==> src/rtl/core/rvme_pkg.sv <==
// ----------------------------------------------------------------------------
// rvme_pkg
// Shared types and constants of the register machine executor.
// ----------------------------------------------------------------------------
package rvme_pkg;

    localparam int unsigned POS_W     = 17;
    localparam int unsigned CAP_W     = 16;
    localparam int unsigned IDX_FW    = 8;
    localparam int unsigned DATA_W    = 32;
    localparam int unsigned IMM_W     = 16;
    localparam int unsigned DIV_STEPS = 32;
    localparam int unsigned FIFO_DEPTH = 2;

    localparam logic [CAP_W-1:0] CAP_RESET = 16'hFFFF;
    localparam logic [POS_W-1:0] STEP_WORD = 17'd4;
    localparam logic [POS_W-1:0] STEP_BYTE = 17'd1;

    typedef enum logic [2:0] {
        CMD_LOAD    = 3'd0,
        CMD_ADD     = 3'd1,
        CMD_SUB     = 3'd2,
        CMD_MUL     = 3'd3,
        CMD_DIV     = 3'd4,
        CMD_HALT    = 3'd5,
        CMD_ILLEGAL = 3'd6,
        CMD_UNREC   = 3'd7
    } t_cmd;

    typedef enum logic [2:0] {
        ST_OK       = 3'd0,
        ST_HALT     = 3'd1,
        ST_ILLEGAL  = 3'd2,
        ST_UNRECOG  = 3'd3,
        ST_OVERRUN  = 3'd4,
        ST_DIVZERO  = 3'd5,
        ST_BADREG   = 3'd6,
        ST_STOPPED  = 3'd7
    } t_status;

    typedef enum logic [1:0] {
        K_LOAD,
        K_ARITH,
        K_END
    } t_kind;

    typedef enum logic [1:0] {
        S_IDLE,
        S_EXEC,
        S_DIV
    } t_state;

    typedef struct packed {
        t_cmd               cmd;
        t_kind              kind;
        logic               bad_reg;
        logic [IDX_FW-1:0]  first_reg;
        logic [IDX_FW-1:0]  second_reg;
        logic [IDX_FW-1:0]  dest_reg;
        logic [IMM_W-1:0]   immediate;
    } t_entry;

    typedef struct packed {
        t_status            status;
        logic               wrote;
        logic [IDX_FW-1:0]  written_index;
        logic [DATA_W-1:0]  written_value;
        logic [DATA_W-1:0]  remainder_value;
        logic [POS_W-1:0]   position;
    } t_result;

    typedef struct packed {
        logic   valid;
        logic   ready;
    } t_hs;

endpackage

==> src/rtl/core/rvme_cmd_if.sv <==
// ----------------------------------------------------------------------------
// rvme_cmd_if
// Decoded instruction channel: valid/ready with instruction fields.
// ----------------------------------------------------------------------------
interface rvme_cmd_if;
    logic        valid;
    logic        ready;
    logic [2:0]  cmd;
    logic [7:0]  first_reg;
    logic [7:0]  second_reg;
    logic [7:0]  dest_reg;
    logic [15:0] immediate;

    modport source (
        output valid, cmd, first_reg, second_reg, dest_reg, immediate,
        input  ready
    );
    modport sink (
        input  valid, cmd, first_reg, second_reg, dest_reg, immediate,
        output ready
    );
endinterface

==> src/rtl/core/rvme_res_if.sv <==
// ----------------------------------------------------------------------------
// rvme_res_if
// Result channel: valid/ready with execution status and write-back fields.
// ----------------------------------------------------------------------------
interface rvme_res_if;
    logic        valid;
    logic        ready;
    logic [2:0]  status;
    logic        wrote;
    logic [7:0]  written_index;
    logic [31:0] written_value;
    logic [31:0] remainder_value;
    logic [16:0] position;

    modport source (
        output valid, status, wrote, written_index, written_value,
               remainder_value, position,
        input  ready
    );
    modport sink (
        input  valid, status, wrote, written_index, written_value,
               remainder_value, position,
        output ready
    );
endinterface

==> src/rtl/core/rvme_ram.sv <==
// ----------------------------------------------------------------------------
// rvme_ram
// Generic single-write, single-read RAM with registered read data.
// ----------------------------------------------------------------------------
module rvme_ram #(
    parameter int unsigned WIDTH = 32,
    parameter int unsigned DEPTH = 32
) (
    input  logic                     i_clk,
    input  logic                     i_we,
    input  logic [$clog2(DEPTH)-1:0] i_waddr,
    input  logic [WIDTH-1:0]         i_wdata,
    input  logic                     i_re,
    input  logic [$clog2(DEPTH)-1:0] i_raddr,
    output logic [WIDTH-1:0]         o_rdata
);
    logic [WIDTH-1:0] r_mem [DEPTH];
    logic [WIDTH-1:0] r_q;

    always_ff @(posedge i_clk) begin
        if (i_we) begin
            r_mem[i_waddr] <= i_wdata;
        end
        if (i_re) begin
            r_q <= r_mem[i_raddr];
        end
    end

    assign o_rdata = r_q;
endmodule

==> src/rtl/core/rvme_front.sv <==
// ----------------------------------------------------------------------------
// rvme_front
// Accepts instruction transactions, classifies them and checks indices.
// ----------------------------------------------------------------------------
module rvme_front #(
    parameter int unsigned REG_COUNT = 32
) (
    input  logic             i_clk,
    input  logic             i_rst_n,
    rvme_cmd_if.sink         i_cmd,
    output logic             o_push,
    input  logic             i_push_ready,
    output rvme_pkg::t_entry o_entry
);
    import rvme_pkg::*;

    logic   r_valid;
    t_entry r_entry;
    t_entry n_entry;
    logic   bad_a;
    logic   bad_b;
    logic   bad_d;

    assign bad_a = {1'b0, i_cmd.first_reg}  >= 9'(REG_COUNT);
    assign bad_b = {1'b0, i_cmd.second_reg} >= 9'(REG_COUNT);
    assign bad_d = {1'b0, i_cmd.dest_reg}   >= 9'(REG_COUNT);

    always_comb begin
        n_entry.cmd        = t_cmd'(i_cmd.cmd);
        n_entry.first_reg  = i_cmd.first_reg;
        n_entry.second_reg = i_cmd.second_reg;
        n_entry.dest_reg   = i_cmd.dest_reg;
        n_entry.immediate  = i_cmd.immediate;
        unique case (t_cmd'(i_cmd.cmd))
            CMD_LOAD: begin
                n_entry.kind    = K_LOAD;
                n_entry.bad_reg = bad_a;
            end
            CMD_ADD, CMD_SUB, CMD_MUL, CMD_DIV: begin
                n_entry.kind    = K_ARITH;
                n_entry.bad_reg = bad_a | bad_b | bad_d;
            end
            default: begin
                n_entry.kind    = K_END;
                n_entry.bad_reg = 1'b0;
            end
        endcase
    end

    assign i_cmd.ready = !r_valid || i_push_ready;
    assign o_push      = r_valid;
    assign o_entry     = r_entry;

    always_ff @(posedge i_clk) begin
        if (!i_rst_n) begin
            r_valid <= 1'b0;
        end else if (i_cmd.ready) begin
            r_valid <= i_cmd.valid;
        end
        if (i_cmd.valid && i_cmd.ready) begin
            r_entry <= n_entry;
        end
    end
endmodule

==> src/rtl/core/rvme_fifo.sv <==
// ----------------------------------------------------------------------------
// rvme_fifo
// Short queue of classified instructions between front and back end.
// ----------------------------------------------------------------------------
module rvme_fifo (
    input  logic             i_clk,
    input  logic             i_rst_n,
    input  logic             i_push,
    output logic             o_push_ready,
    input  rvme_pkg::t_entry i_entry,
    output logic             o_pop_valid,
    input  logic             i_pop,
    output rvme_pkg::t_entry o_entry
);
    import rvme_pkg::*;

    localparam int unsigned PTR_W = $clog2(FIFO_DEPTH);
    localparam int unsigned CNT_W = $clog2(FIFO_DEPTH + 1);

    t_entry           r_mem [FIFO_DEPTH];
    logic [PTR_W-1:0] r_wp;
    logic [PTR_W-1:0] r_rp;
    logic [CNT_W-1:0] r_cnt;
    logic             do_push;
    logic             do_pop;

    assign o_push_ready = r_cnt != CNT_W'(FIFO_DEPTH);
    assign o_pop_valid  = r_cnt != '0;
    assign o_entry      = r_mem[r_rp];
    assign do_push      = i_push && o_push_ready;
    assign do_pop       = i_pop && o_pop_valid;

    always_ff @(posedge i_clk) begin
        if (!i_rst_n) begin
            r_wp  <= '0;
            r_rp  <= '0;
            r_cnt <= '0;
        end else begin
            if (do_push) begin
                r_wp <= (r_wp == PTR_W'(FIFO_DEPTH - 1)) ? '0 : r_wp + 1'b1;
            end
            if (do_pop) begin
                r_rp <= (r_rp == PTR_W'(FIFO_DEPTH - 1)) ? '0 : r_rp + 1'b1;
            end
            if (do_push && !do_pop) begin
                r_cnt <= r_cnt + 1'b1;
            end else if (do_pop && !do_push) begin
                r_cnt <= r_cnt - 1'b1;
            end
        end
        if (do_push) begin
            r_mem[r_wp] <= i_entry;
        end
    end

    assert property (@(posedge i_clk) disable iff (!i_rst_n)
        r_cnt <= CNT_W'(FIFO_DEPTH))
        else $error("queue occupancy beyond depth");
    assert property (@(posedge i_clk) disable iff (!i_rst_n)
        (do_push && !do_pop) |=> r_cnt == $past(r_cnt) + 1'b1)
        else $error("queue count missed a push");
    assert property (@(posedge i_clk) disable iff (!i_rst_n)
        (r_cnt == '0) |-> (r_wp == r_rp))
        else $error("empty queue with unequal pointers");
endmodule

==> src/rtl/core/rvme_back.sv <==
// ----------------------------------------------------------------------------
// rvme_back
// Executes queued instructions on the register file; iterative divider.
// ----------------------------------------------------------------------------
module rvme_back #(
    parameter int unsigned REG_COUNT = 32
) (
    input  logic                            i_clk,
    input  logic                            i_rst_n,
    input  logic                            i_cfg_we,
    input  logic [rvme_pkg::CAP_W-1:0]      i_cfg_wdata,
    input  logic                            i_pop_valid,
    output logic                            o_pop,
    input  rvme_pkg::t_entry                i_entry,
    rvme_res_if.source                      o_res
);
    import rvme_pkg::*;

    localparam int unsigned IDX_W = $clog2(REG_COUNT);
    localparam int unsigned DCNT_W = $clog2(DIV_STEPS + 1);

    t_state              r_state, n_state;
    logic [CAP_W-1:0]    r_cap;
    logic                r_stopped, n_stopped;
    logic [POS_W-1:0]    r_pos, n_pos;
    logic [DATA_W-1:0]   r_rem, n_rem;
    logic [(1<<IDX_W)-1:0] r_vld;
    t_entry              r_ent, n_ent;
    logic                r_va, n_va;
    logic                r_vb, n_vb;
    logic [DATA_W-1:0]   r_dq, n_dq;
    logic [DATA_W-1:0]   r_dr, n_dr;
    logic [DATA_W-1:0]   r_dd, n_dd;
    logic [DCNT_W-1:0]   r_dcnt, n_dcnt;
    logic                r_out_valid, n_out_valid;
    t_result             r_out, n_out;

    t_result             res;
    logic                emit;
    logic                stop;
    logic                fire;
    logic                out_free;
    logic                rd_en;
    logic                wr_en;
    logic [DATA_W-1:0]   q_a;
    logic [DATA_W-1:0]   q_b;
    logic [DATA_W-1:0]   op_a;
    logic [DATA_W-1:0]   op_b;
    logic [DATA_W:0]     div_sh;
    logic [DATA_W:0]     div_diff;

    rvme_ram #(.WIDTH(DATA_W), .DEPTH(REG_COUNT)) u_ram_a (
        .i_clk   (i_clk),
        .i_we    (wr_en),
        .i_waddr (res.written_index[IDX_W-1:0]),
        .i_wdata (res.written_value),
        .i_re    (rd_en),
        .i_raddr (i_entry.first_reg[IDX_W-1:0]),
        .o_rdata (q_a)
    );

    rvme_ram #(.WIDTH(DATA_W), .DEPTH(REG_COUNT)) u_ram_b (
        .i_clk   (i_clk),
        .i_we    (wr_en),
        .i_waddr (res.written_index[IDX_W-1:0]),
        .i_wdata (res.written_value),
        .i_re    (rd_en),
        .i_raddr (i_entry.second_reg[IDX_W-1:0]),
        .o_rdata (q_b)
    );

    assign op_a     = r_va ? q_a : '0;
    assign op_b     = r_vb ? q_b : '0;
    assign out_free = !r_out_valid || o_res.ready;
    assign div_sh   = {r_dr, r_dq[DATA_W-1]};
    assign div_diff = div_sh - {1'b0, r_dd};

    always_comb begin
        n_state     = r_state;
        n_stopped   = r_stopped;
        n_pos       = r_pos;
        n_rem       = r_rem;
        n_ent       = r_ent;
        n_va        = r_va;
        n_vb        = r_vb;
        n_dq        = r_dq;
        n_dr        = r_dr;
        n_dd        = r_dd;
        n_dcnt      = r_dcnt;
        n_out_valid = r_out_valid && !o_res.ready;
        n_out       = r_out;
        o_pop       = 1'b0;
        rd_en       = 1'b0;
        emit        = 1'b0;
        stop        = 1'b0;

        res.status          = ST_OK;
        res.wrote           = 1'b0;
        res.written_index   = '0;
        res.written_value   = '0;
        res.remainder_value = r_rem;
        res.position        = r_pos;

        unique case (r_state)
            S_IDLE: begin
                if (i_pop_valid) begin
                    o_pop   = 1'b1;
                    rd_en   = 1'b1;
                    n_ent   = i_entry;
                    n_va    = r_vld[i_entry.first_reg[IDX_W-1:0]];
                    n_vb    = r_vld[i_entry.second_reg[IDX_W-1:0]];
                    n_state = S_EXEC;
                end
            end
            S_EXEC: begin
                emit = 1'b1;
                priority if (r_stopped) begin
                    res.status = ST_STOPPED;
                end else if (r_pos > {1'b0, r_cap}) begin
                    res.status = ST_OVERRUN;
                    stop       = 1'b1;
                end else if (r_ent.bad_reg) begin
                    res.status = ST_BADREG;
                    stop       = 1'b1;
                end else begin
                    unique case (r_ent.kind)
                        K_LOAD: begin
                            res.wrote         = 1'b1;
                            res.written_index = r_ent.first_reg;
                            res.written_value = {{(DATA_W-IMM_W){1'b0}}, r_ent.immediate};
                            res.position      = r_pos + STEP_WORD;
                        end
                        K_ARITH: begin
                            res.written_index = r_ent.dest_reg;
                            res.position      = r_pos + STEP_WORD;
                            res.wrote         = 1'b1;
                            unique case (r_ent.cmd)
                                CMD_ADD: res.written_value = op_a + op_b;
                                CMD_SUB: res.written_value = op_a - op_b;
                                CMD_MUL: res.written_value = op_a * op_b;
                                CMD_DIV: begin
                                    res.wrote         = 1'b0;
                                    res.written_index = '0;
                                    res.position      = r_pos;
                                    if (op_b == '0) begin
                                        res.status = ST_DIVZERO;
                                        stop       = 1'b1;
                                    end else begin
                                        emit    = 1'b0;
                                        n_dq    = op_a;
                                        n_dr    = '0;
                                        n_dd    = op_b;
                                        n_dcnt  = DCNT_W'(DIV_STEPS);
                                        n_state = S_DIV;
                                    end
                                end
                                default: res.wrote = 1'b0;
                            endcase
                        end
                        default: begin
                            res.position = r_pos + STEP_BYTE;
                            stop         = 1'b1;
                            unique case (r_ent.cmd)
                                CMD_HALT:    res.status = ST_HALT;
                                CMD_ILLEGAL: res.status = ST_ILLEGAL;
                                default:     res.status = ST_UNRECOG;
                            endcase
                        end
                    endcase
                end
            end
            default: begin
                if (r_dcnt != '0) begin
                    n_dcnt = r_dcnt - 1'b1;
                    if (!div_diff[DATA_W]) begin
                        n_dr = div_diff[DATA_W-1:0];
                        n_dq = {r_dq[DATA_W-2:0], 1'b1};
                    end else begin
                        n_dr = div_sh[DATA_W-1:0];
                        n_dq = {r_dq[DATA_W-2:0], 1'b0};
                    end
                end else begin
                    emit                = 1'b1;
                    res.wrote           = 1'b1;
                    res.written_index   = r_ent.dest_reg;
                    res.written_value   = r_dq;
                    res.remainder_value = r_dr;
                    res.position        = r_pos + STEP_WORD;
                end
            end
        endcase

        fire  = emit && out_free;
        wr_en = fire && res.wrote;
        if (fire) begin
            n_out       = res;
            n_out_valid = 1'b1;
            n_state     = S_IDLE;
            n_stopped   = r_stopped | stop;
            n_pos       = res.position;
            n_rem       = res.remainder_value;
        end
    end

    always_ff @(posedge i_clk) begin
        if (!i_rst_n) begin
            r_state     <= S_IDLE;
            r_cap       <= CAP_RESET;
            r_stopped   <= 1'b0;
            r_pos       <= '0;
            r_rem       <= '0;
            r_vld       <= '0;
            r_out_valid <= 1'b0;
        end else begin
            r_state     <= n_state;
            r_stopped   <= n_stopped;
            r_pos       <= n_pos;
            r_rem       <= n_rem;
            r_out_valid <= n_out_valid;
            if (i_cfg_we) begin
                r_cap <= i_cfg_wdata;
            end
            if (wr_en) begin
                r_vld[res.written_index[IDX_W-1:0]] <= 1'b1;
            end
        end
        r_ent  <= n_ent;
        r_va   <= n_va;
        r_vb   <= n_vb;
        r_dq   <= n_dq;
        r_dr   <= n_dr;
        r_dd   <= n_dd;
        r_dcnt <= n_dcnt;
        r_out  <= n_out;
    end

    assign o_res.valid           = r_out_valid;
    assign o_res.status          = r_out.status;
    assign o_res.wrote           = r_out.wrote;
    assign o_res.written_index   = r_out.written_index;
    assign o_res.written_value   = r_out.written_value;
    assign o_res.remainder_value = r_out.remainder_value;
    assign o_res.position        = r_out.position;

    assert property (@(posedge i_clk) disable iff (!i_rst_n)
        r_stopped |=> r_stopped)
        else $error("stopped flag cleared without reset");
    assert property (@(posedge i_clk) disable iff (!i_rst_n)
        $rose(r_stopped) |-> (r_out_valid && r_out.status != ST_OK
                              && r_out.status != ST_STOPPED))
        else $error("stop without a reporting transaction");
    assert property (@(posedge i_clk) disable iff (!i_rst_n)
        (r_state == S_DIV && r_dcnt != '0)
            |=> (r_state == S_DIV && r_dcnt == $past(r_dcnt) - 1'b1))
        else $error("divider step lost");
    assert property (@(posedge i_clk) disable iff (!i_rst_n)
        (r_out_valid && r_out.wrote) |-> (r_out.status == ST_OK))
        else $error("register write reported with an error status");
endmodule

==> src/rtl/core/register_vm_executor_unit.sv <==
// ----------------------------------------------------------------------------
// register_vm_executor_unit
// Executes decoded register machine instructions, one result per instruction.
//
// i_cmd carries one decoded instruction per transaction (valid/ready); o_res
// returns exactly one result transaction per instruction, in order.
// i_cfg_we/i_cfg_wdata write the program capacity; write only while idle.
// The front end registers and classifies each instruction and queues it
// (two entries); the back end reads both source operands from the register
// file RAMs (registered read) and executes.
// Load, add, sub, mul, halt and error cases pass through the idle and execute
// back-end states; the back end pops the next instruction only when idle.
// Divide adds the divide state, driven by the one-bit-per-cycle divider.
// A stalled o_res holds the result; the back end waits with the next result,
// while the queue and the front stage keep accepting until full.
// Synchronous reset clears the register file (per-entry valid bits), the
// remainder, the position and the stop flag, and sets capacity to 65535.
// ----------------------------------------------------------------------------
module register_vm_executor_unit #(
    parameter int unsigned REG_COUNT = 32
) (
    input  logic                        i_clk,
    input  logic                        i_rst_n,
    rvme_cmd_if.sink                    i_cmd,
    rvme_res_if.source                  o_res,
    input  logic                        i_cfg_we,
    input  logic [rvme_pkg::CAP_W-1:0]  i_cfg_wdata
);
    import rvme_pkg::*;

    logic   push;
    logic   push_ready;
    logic   pop_valid;
    logic   pop;
    t_entry push_entry;
    t_entry pop_entry;

    rvme_front #(.REG_COUNT(REG_COUNT)) u_front (
        .i_clk        (i_clk),
        .i_rst_n      (i_rst_n),
        .i_cmd        (i_cmd),
        .o_push       (push),
        .i_push_ready (push_ready),
        .o_entry      (push_entry)
    );

    rvme_fifo u_fifo (
        .i_clk        (i_clk),
        .i_rst_n      (i_rst_n),
        .i_push       (push),
        .o_push_ready (push_ready),
        .i_entry      (push_entry),
        .o_pop_valid  (pop_valid),
        .i_pop        (pop),
        .o_entry      (pop_entry)
    );

    rvme_back #(.REG_COUNT(REG_COUNT)) u_back (
        .i_clk        (i_clk),
        .i_rst_n      (i_rst_n),
        .i_cfg_we     (i_cfg_we),
        .i_cfg_wdata  (i_cfg_wdata),
        .i_pop_valid  (pop_valid),
        .o_pop        (pop),
        .i_entry      (pop_entry),
        .o_res        (o_res)
    );
endmodule
==> src/flat_wrapper.sv <==
// flat-port wrapper written by rule: the top's interface ports become plain ports
module register_vm_executor_unit_flat import rvme_pkg::*;
#(
    parameter int unsigned REG_COUNT = 32
)
  (i_clk, i_rst_n, i_cfg_we, i_cfg_wdata, i_cmd_valid, i_cmd_cmd, i_cmd_first_reg, i_cmd_second_reg, i_cmd_dest_reg, i_cmd_immediate, i_cmd_ready, o_res_valid, o_res_status, o_res_wrote, o_res_written_index, o_res_written_value, o_res_remainder_value, o_res_position, o_res_ready);
  rvme_cmd_if i_cmd_i ();
  rvme_res_if o_res_i ();
  input  logic i_clk;
  input  logic i_rst_n;
  input  logic i_cfg_we;
  input  logic [rvme_pkg::CAP_W-1:0] i_cfg_wdata;
  input wire logic [$bits(i_cmd_i.valid)-1:0] i_cmd_valid;
  input wire logic [$bits(i_cmd_i.cmd)-1:0] i_cmd_cmd;
  input wire logic [$bits(i_cmd_i.first_reg)-1:0] i_cmd_first_reg;
  input wire logic [$bits(i_cmd_i.second_reg)-1:0] i_cmd_second_reg;
  input wire logic [$bits(i_cmd_i.dest_reg)-1:0] i_cmd_dest_reg;
  input wire logic [$bits(i_cmd_i.immediate)-1:0] i_cmd_immediate;
  output wire logic [$bits(i_cmd_i.ready)-1:0] i_cmd_ready;
  output wire logic [$bits(o_res_i.valid)-1:0] o_res_valid;
  output wire logic [$bits(o_res_i.status)-1:0] o_res_status;
  output wire logic [$bits(o_res_i.wrote)-1:0] o_res_wrote;
  output wire logic [$bits(o_res_i.written_index)-1:0] o_res_written_index;
  output wire logic [$bits(o_res_i.written_value)-1:0] o_res_written_value;
  output wire logic [$bits(o_res_i.remainder_value)-1:0] o_res_remainder_value;
  output wire logic [$bits(o_res_i.position)-1:0] o_res_position;
  input wire logic [$bits(o_res_i.ready)-1:0] o_res_ready;
  assign i_cmd_i.valid = i_cmd_valid;
  assign i_cmd_i.cmd = i_cmd_cmd;
  assign i_cmd_i.first_reg = i_cmd_first_reg;
  assign i_cmd_i.second_reg = i_cmd_second_reg;
  assign i_cmd_i.dest_reg = i_cmd_dest_reg;
  assign i_cmd_i.immediate = i_cmd_immediate;
  assign i_cmd_ready = i_cmd_i.ready;
  assign o_res_valid = o_res_i.valid;
  assign o_res_status = o_res_i.status;
  assign o_res_wrote = o_res_i.wrote;
  assign o_res_written_index = o_res_i.written_index;
  assign o_res_written_value = o_res_i.written_value;
  assign o_res_remainder_value = o_res_i.remainder_value;
  assign o_res_position = o_res_i.position;
  assign o_res_i.ready = o_res_ready;
  register_vm_executor_unit #(.REG_COUNT(REG_COUNT)) u_core (.i_clk(i_clk), .i_rst_n(i_rst_n), .i_cmd(i_cmd_i), .o_res(o_res_i), .i_cfg_we(i_cfg_we), .i_cfg_wdata(i_cfg_wdata));
endmodule
==> config.mk <==
export PLATFORM = sky130hd
export DESIGN_NAME = register_vm_executor_unit_flat
export DESIGN_NICKNAME = d
export VERILOG_FILES = /design/src/rtl/core/rvme_pkg.sv /design/src/rtl/core/rvme_cmd_if.sv /design/src/rtl/core/rvme_res_if.sv /design/src/rtl/core/rvme_ram.sv /design/src/rtl/core/rvme_front.sv /design/src/rtl/core/rvme_fifo.sv /design/src/rtl/core/rvme_back.sv /design/src/rtl/core/register_vm_executor_unit.sv /design/src/flat_wrapper.sv
export SDC_FILE = /design/constraint.sdc
export NUM_CORES = 2
export LEC_CHECK = 0
export BUFFER_PORTS_ARGS = -buffer_cell sky130_fd_sc_hd__buf_2
export CORE_AREA = 5 5 501 503
export CTS_CLUSTER_DIAMETER = 30
export DETAILED_ROUTE_END_ITERATION = 10
export DIE_AREA = 0 0 506 508
export PLACE_DENSITY_LB_ADDON = 0.2
export REMOVE_ABC_BUFFERS = 1
export SETUP_SLACK_MARGIN = 0.3
export SYNTH_ARGS = -nofsm -noshare
export SYNTH_HDL_FRONTEND = slang
export SYNTH_HIERARCHICAL = 1
export SYNTH_SLANG_ARGS = --single-unit
export TNS_END_PERCENT = 100
==> constraint.sdc <==
create_clock -name i_clk -period 20.7 [get_ports i_clk]
set_clock_uncertainty 0.05 [all_clocks]
set_input_delay 3.105 -clock i_clk [delete_from_list [all_inputs] [get_ports i_clk]]
set_output_delay 3.105 -clock i_clk [all_outputs]
set_load 0.05 [all_outputs]
-- Word-level counts from Yosys, hierarchy flattened
Memories as Yosys holds them, arrays and structs flattened. A register that Yosys moved wholly into a read port is not among the register bits.
Cells that the tools add are included.
- eq/ne operators: 20
- multiply operators: 1
- magnitude comparators: 8
- bitwise gates (word level): 10
- $add $sub $neg: 10
- mux-type cells: 93
- reduce and logical (&&, ||, !) cells: 33
- operators with widths (kind ; count):
    32-bit two-way mux ; 18
    41-bit case mux with 2 select lines ; 2
    32-bit case mux with 2 select lines ; 2
    41-bit two-way mux ; 3
    32-bit case mux with 3 select lines ; 1
    90-bit two-way mux ; 1
    17-bit two-way mux ; 4
    17-bit case mux with 2 select lines ; 2
    6-bit two-way mux ; 7
    33-bit by 32-bit subtractor with 33-bit output ; 1
    32-bit adder ; 1
    32-bit logical NOT ; 1
    32-bit by 32-bit multiplier with 32-bit output ; 1
    32-bit bitwise OR ; 1
    32-bit subtractor ; 1
    1-bit two-way mux ; 28
    8-bit by 6-bit >= comparator with 1-bit output, second input constant ; 3
    5-bit by 6-bit less-than comparator with 1-bit output, second input constant ; 3
    2-bit two-way mux ; 9
    17-bit by 1-bit adder with 17-bit output, second input constant ; 1
    17-bit by 3-bit adder with 17-bit output, second input constant ; 1
    17-bit by 16-bit > comparator with 1-bit output ; 1
    8-bit AND reduction ; 2
    3-bit two-way mux ; 5
    32 further kinds ; 76
- memory bits (writable): 2140
- word-level logic and storage cells: 214
- output and inout bits: 95
- bits in registers: 387
- memories: 3
- memory list (memory ; words ; width ; rd ports ; clocked after memory_dff ; wr ports ; RTL line ; source):
    u_core.u_back.u_ram_a.r_mem ; 32 ; 32 ; 1 ; 1 ; 1 ; rvme_ram.sv:17 ; logic [WIDTH-1:0] r_mem [DEPTH];
    u_core.u_back.u_ram_b.r_mem ; 32 ; 32 ; 1 ; 1 ; 1 ; rvme_ram.sv:17 ;
    u_core.u_fifo.r_mem ; 2 ; 46 ; 1 ; 1 ; 1 ; rvme_fifo.sv:20 ; t_entry r_mem [FIFO_DEPTH];

-- Logic depth before layout (Yosys ltp)
- depth after elaboration: 13
- depth in mapped cells: 33

-- Cells and area by module
The synthesis kept the hierarchy.
- by module, submodules not included (module ; instances ; cells each ; area an instance (um^2)):
    rvme_ram ; 2 ; 2260 ; 40812.9
    rvme_back ; 1 ; 3590 ; 32991.6
    rvme_fifo ; 1 ; 167 ; 3558.4
    rvme_front ; 1 ; 59 ; 1471.4

-- Worst setup path before layout
No wires, ideal clock.
- path type: register to register
- from: register u_core.u_back.r_vb
- to: register u_core.u_back.r_out, in the netlist u_core/u_back/o_res.written_value[18] (data pin)
- data required time: 19.941 ns
- data arrival time: 9.452 ns
- path slack: 10.489 ns
- period minus slack after synthesis: 10.211 ns
- cell stages (with the launch flop): 24
- cell sequence: edfxtp_1 clkbuf_1 clkbuf_1 nand2_1 clkbuf_1 nor2_1 fa_1 inv_1 fa_1 fa_1 fa_1 inv_1 ha_1 ha_1 fa_1 fa_1 ha_1 a2111o_1 a2111oi_0 nor3_1 a31o_2 and2_1 o31a_1 o21ai_0
- RTL lines (element ; RTL line ; source):
    start: declaration ; rvme_back.sv:30 ; logic r_vb, n_vb;
    start signal: assignment ; rvme_back.sv:229 ; r_vb <= n_vb;
    end signal: assignment ; rvme_back.sv:234 ; r_out <= n_out;
    end: declaration ; rvme_back.sv:36 ; t_result r_out, n_out;

==> impl_metrics.toml <==
[outcome]
run_status = "complete, but fails checks"
failed_checks = "antenna rules"

[synth]
yosys_warnings = 6
synth_area_um2 = 119000
syn_avg_cell_area_um2 = 14.3
postSynthCellCount = 8324

[grt]
grt_first_pass_wirelength_um = 492000
first_global_vias = 73200
globalRouteOverflowTotal = 0
initial_antenna_violation_count = 19
groute.usage.overall_pct = 25.9
grt_max_degree = 109

[clock_tree]
cts_made_buffers = 488
cts_max_level = 5
post_cts.repair.setup_buffers = 0
tritoncts = "yes"
clock_sink_count = 2583
hold_bufs_inserted_after_cts = 0
clockBufferDepth = 4
clk_pin_slew_worst_paths_ns = 0.05
insertion_delay_ns = 1.03
post_cts_resize_count = 0
root_buffer = "clkbuf_16"

[min_path]
hold_path.class = "reg2reg"

[die]
io-pin-count = 159
fp.dieW_um = 506
core_region_area_um2 = 245000
fp.dieH_um = 508
rows = 182
die_area_um2 = 257000
initial_core_util_pct = 48.6

[placement]
numPortBuffers = 158
hpwlAfterDp_um = 202000
gp_congestion = 0.965
placement.cell_area_um2 = 125000

[cells_and_area]
final_util_pct = 57.4
multiInputGateArea_um2 = 39800
drive_gt1_share_pct = 14.7
layout.cell_area.non_filler_um2 = 141000
syn_to_final_growth_pct = 18.1
final_nets = 9448
fillers = 19300
seq_area_um2 = 76500

[worst_setup_path]
required_ns = 21.25
setup.worst_path.start_class = "flop"
cp_data_arrival_time_ns = 10.65
critical_path.top_delay_family = "adder cells"
worst-setup-path-type = "reg2reg"
critical_path.endpoint_type = "flop"
critPathMaxStageDelay_ns = 0.83
critical_path.n_buffers_inverters = 4
critical_path.most_common_cell = "fa_1"
worst-r2r-setup-slack_ns = 10.60
cp_max_fo = 65
timing.critical_path.slowest_stage_cell = "a41oi_1"

[drt]
drt_pass1_iterations = 6
route.detailed.vias_per_inst = 5.82
route.detailed.drc = 0
final_antenna_net_count = 1
drt_iter0_drc = 6748
wl_per_cell_um = 27.3
routed_wl_um = 338000
route.vias.total = 72200

[sta]
report.final.hold_viol_count = 0
rsz0062_at_grt = "false"
timing.hold.ws_ns = 0.338
slew_viol_final = 0
min_period_over_period_pct = 48.8
slew-limit-headroom_pct = 14.2
min_period_ns = 10.10
timing.fmax_mhz = 99.0
report.final.setup_viol = 0
total_negative_slack_for_setup_checks_ns = 0
worst_pin_slew_ns = 1.29

[power_and_ir_drop]
power_density_nw_per_um2 = 174
power.static_leakage_nw = 55.9
vdd_drop_max_mv = 0.410
power_mw = 24.5

[flow_run]
max-cap-violations = 0
==> sequential cells by signal, summed over array words and instances (netlist names), 2 cells and up, named ones only <==
| name | cells |
|---|---|
| u_core/u_back/o_res.position | 17 |
| u_core/u_back/o_res.remainder_value | 32 |
| u_core/u_back/o_res.status | 3 |
| u_core/u_back/o_res.written_index | 8 |
| u_core/u_back/o_res.written_value | 32 |
| u_core/u_back/r_cap | 16 |
| u_core/u_back/r_dcnt | 6 |
| u_core/u_back/r_dd | 32 |
| u_core/u_back/r_dq | 32 |
| u_core/u_back/r_dr | 32 |
| u_core/u_back/r_ent | 38 |
| u_core/u_back/r_pos | 17 |
| u_core/u_back/r_rem | 32 |
| u_core/u_back/r_state | 2 |
| u_core/u_back/r_vld | 32 |
| u_core/u_back/u_ram_a/o_rdata | 32 |
| u_core/u_back/u_ram_a/r_mem | 1024 |
| u_core/u_back/u_ram_b/o_rdata | 32 |
| u_core/u_back/u_ram_b/r_mem | 1024 |
| u_core/u_fifo/r_cnt | 2 |
| u_core/u_fifo/r_mem | 86 |
| u_core/u_front/o_entry | 43 |
==> worst paths after layout <==
kind / startpoint / endpoint / cells past startpoint
worst max-delay path: u_core/u_back/r_vb / u_core/u_back/u_ram_b/r_mem[21][30] / 26
worst min-delay path: u_core/u_front/o_entry[16] / u_core/u_fifo/r_mem[0][16] / 0
worst max register to register: u_core/u_back/r_vb / u_core/u_back/u_ram_b/r_mem[21][30] / 26
worst min register to register: u_core/u_front/o_entry[16] / u_core/u_fifo/r_mem[0][16] / 0
==> per-layer routing <==
metal	share of wire (%)	vias to the layer above	GRT usage, %
li1	-	31600	-
met1	42	37000	35.9
met2	46	2997	40.6
met3	7.7	596	5.16
met4	3.9	6	9.84
met5	0.012	-	0
==> final cells by class <==
type	instances	share of cell area (%)
diodes	16	0.0284
clock buffers	543	8.84
inverters	530	1.42
flip-flops and latches	2583	54.3
multi-input cells	4813	28.2
well taps	3220	2.86
repair buffers	350	1.63
clock inverters	349	2.73
==> worst register-to-register path: cells and delay by family (launching register included) <==
kind            cells  cell delay (ns)
simple gates        6             1.88
fa+ha+maj           9             3.77
compound gates      7             2.93
buf+inv             4             0.84
flops               1             0.31
==> placed cells by master (no fill, tap or decap), types with 52 or more instances in the layout <==
cell type   count
edfxtp_1     2476
mux2i_1      1025
nand2_1       854
inv_1         494
clkbuf_16     489
fa_1          410
nor2_1        395
a21oi_1       318
nand3_1       226
a22oi_1       224
ha_1          208
buf_4         188
buf_2         157
xnor2_1       153
a22o_1        141
o21ai_0       115
dfxtp_1       106
clkinv_1       90
nor3_1         88
a31oi_1        75
clkinv_2       74
nor2_4         68
clkinvlp_4     67
bufinv_16      64
clkbuf_1       52
==> through the flow <==
step / std cells / setup WS (ns)
floorplan: 7926 / 8.12
finish: 12400 / 10.60
CTS: 12400 / 10.69
global placement: 11500 / 10.91
global route: 12400 / 10.21
detailed placement: 11500 / 10.69
==> report_power, final <==
| part | internal [mW] | switching (mW) | leakage, nW |
|---|---|---|---|
| combinational | 3.53 | 7.08 | 21.6 |
| clock | 5.11 | 2.62 | 7.80 |
| sequential | 6.10 | 0.111 | 26.5 |
| total | 14.7 | 9.80 | 55.9 |
No activity file was read; power rests on OpenSTA's default activity.
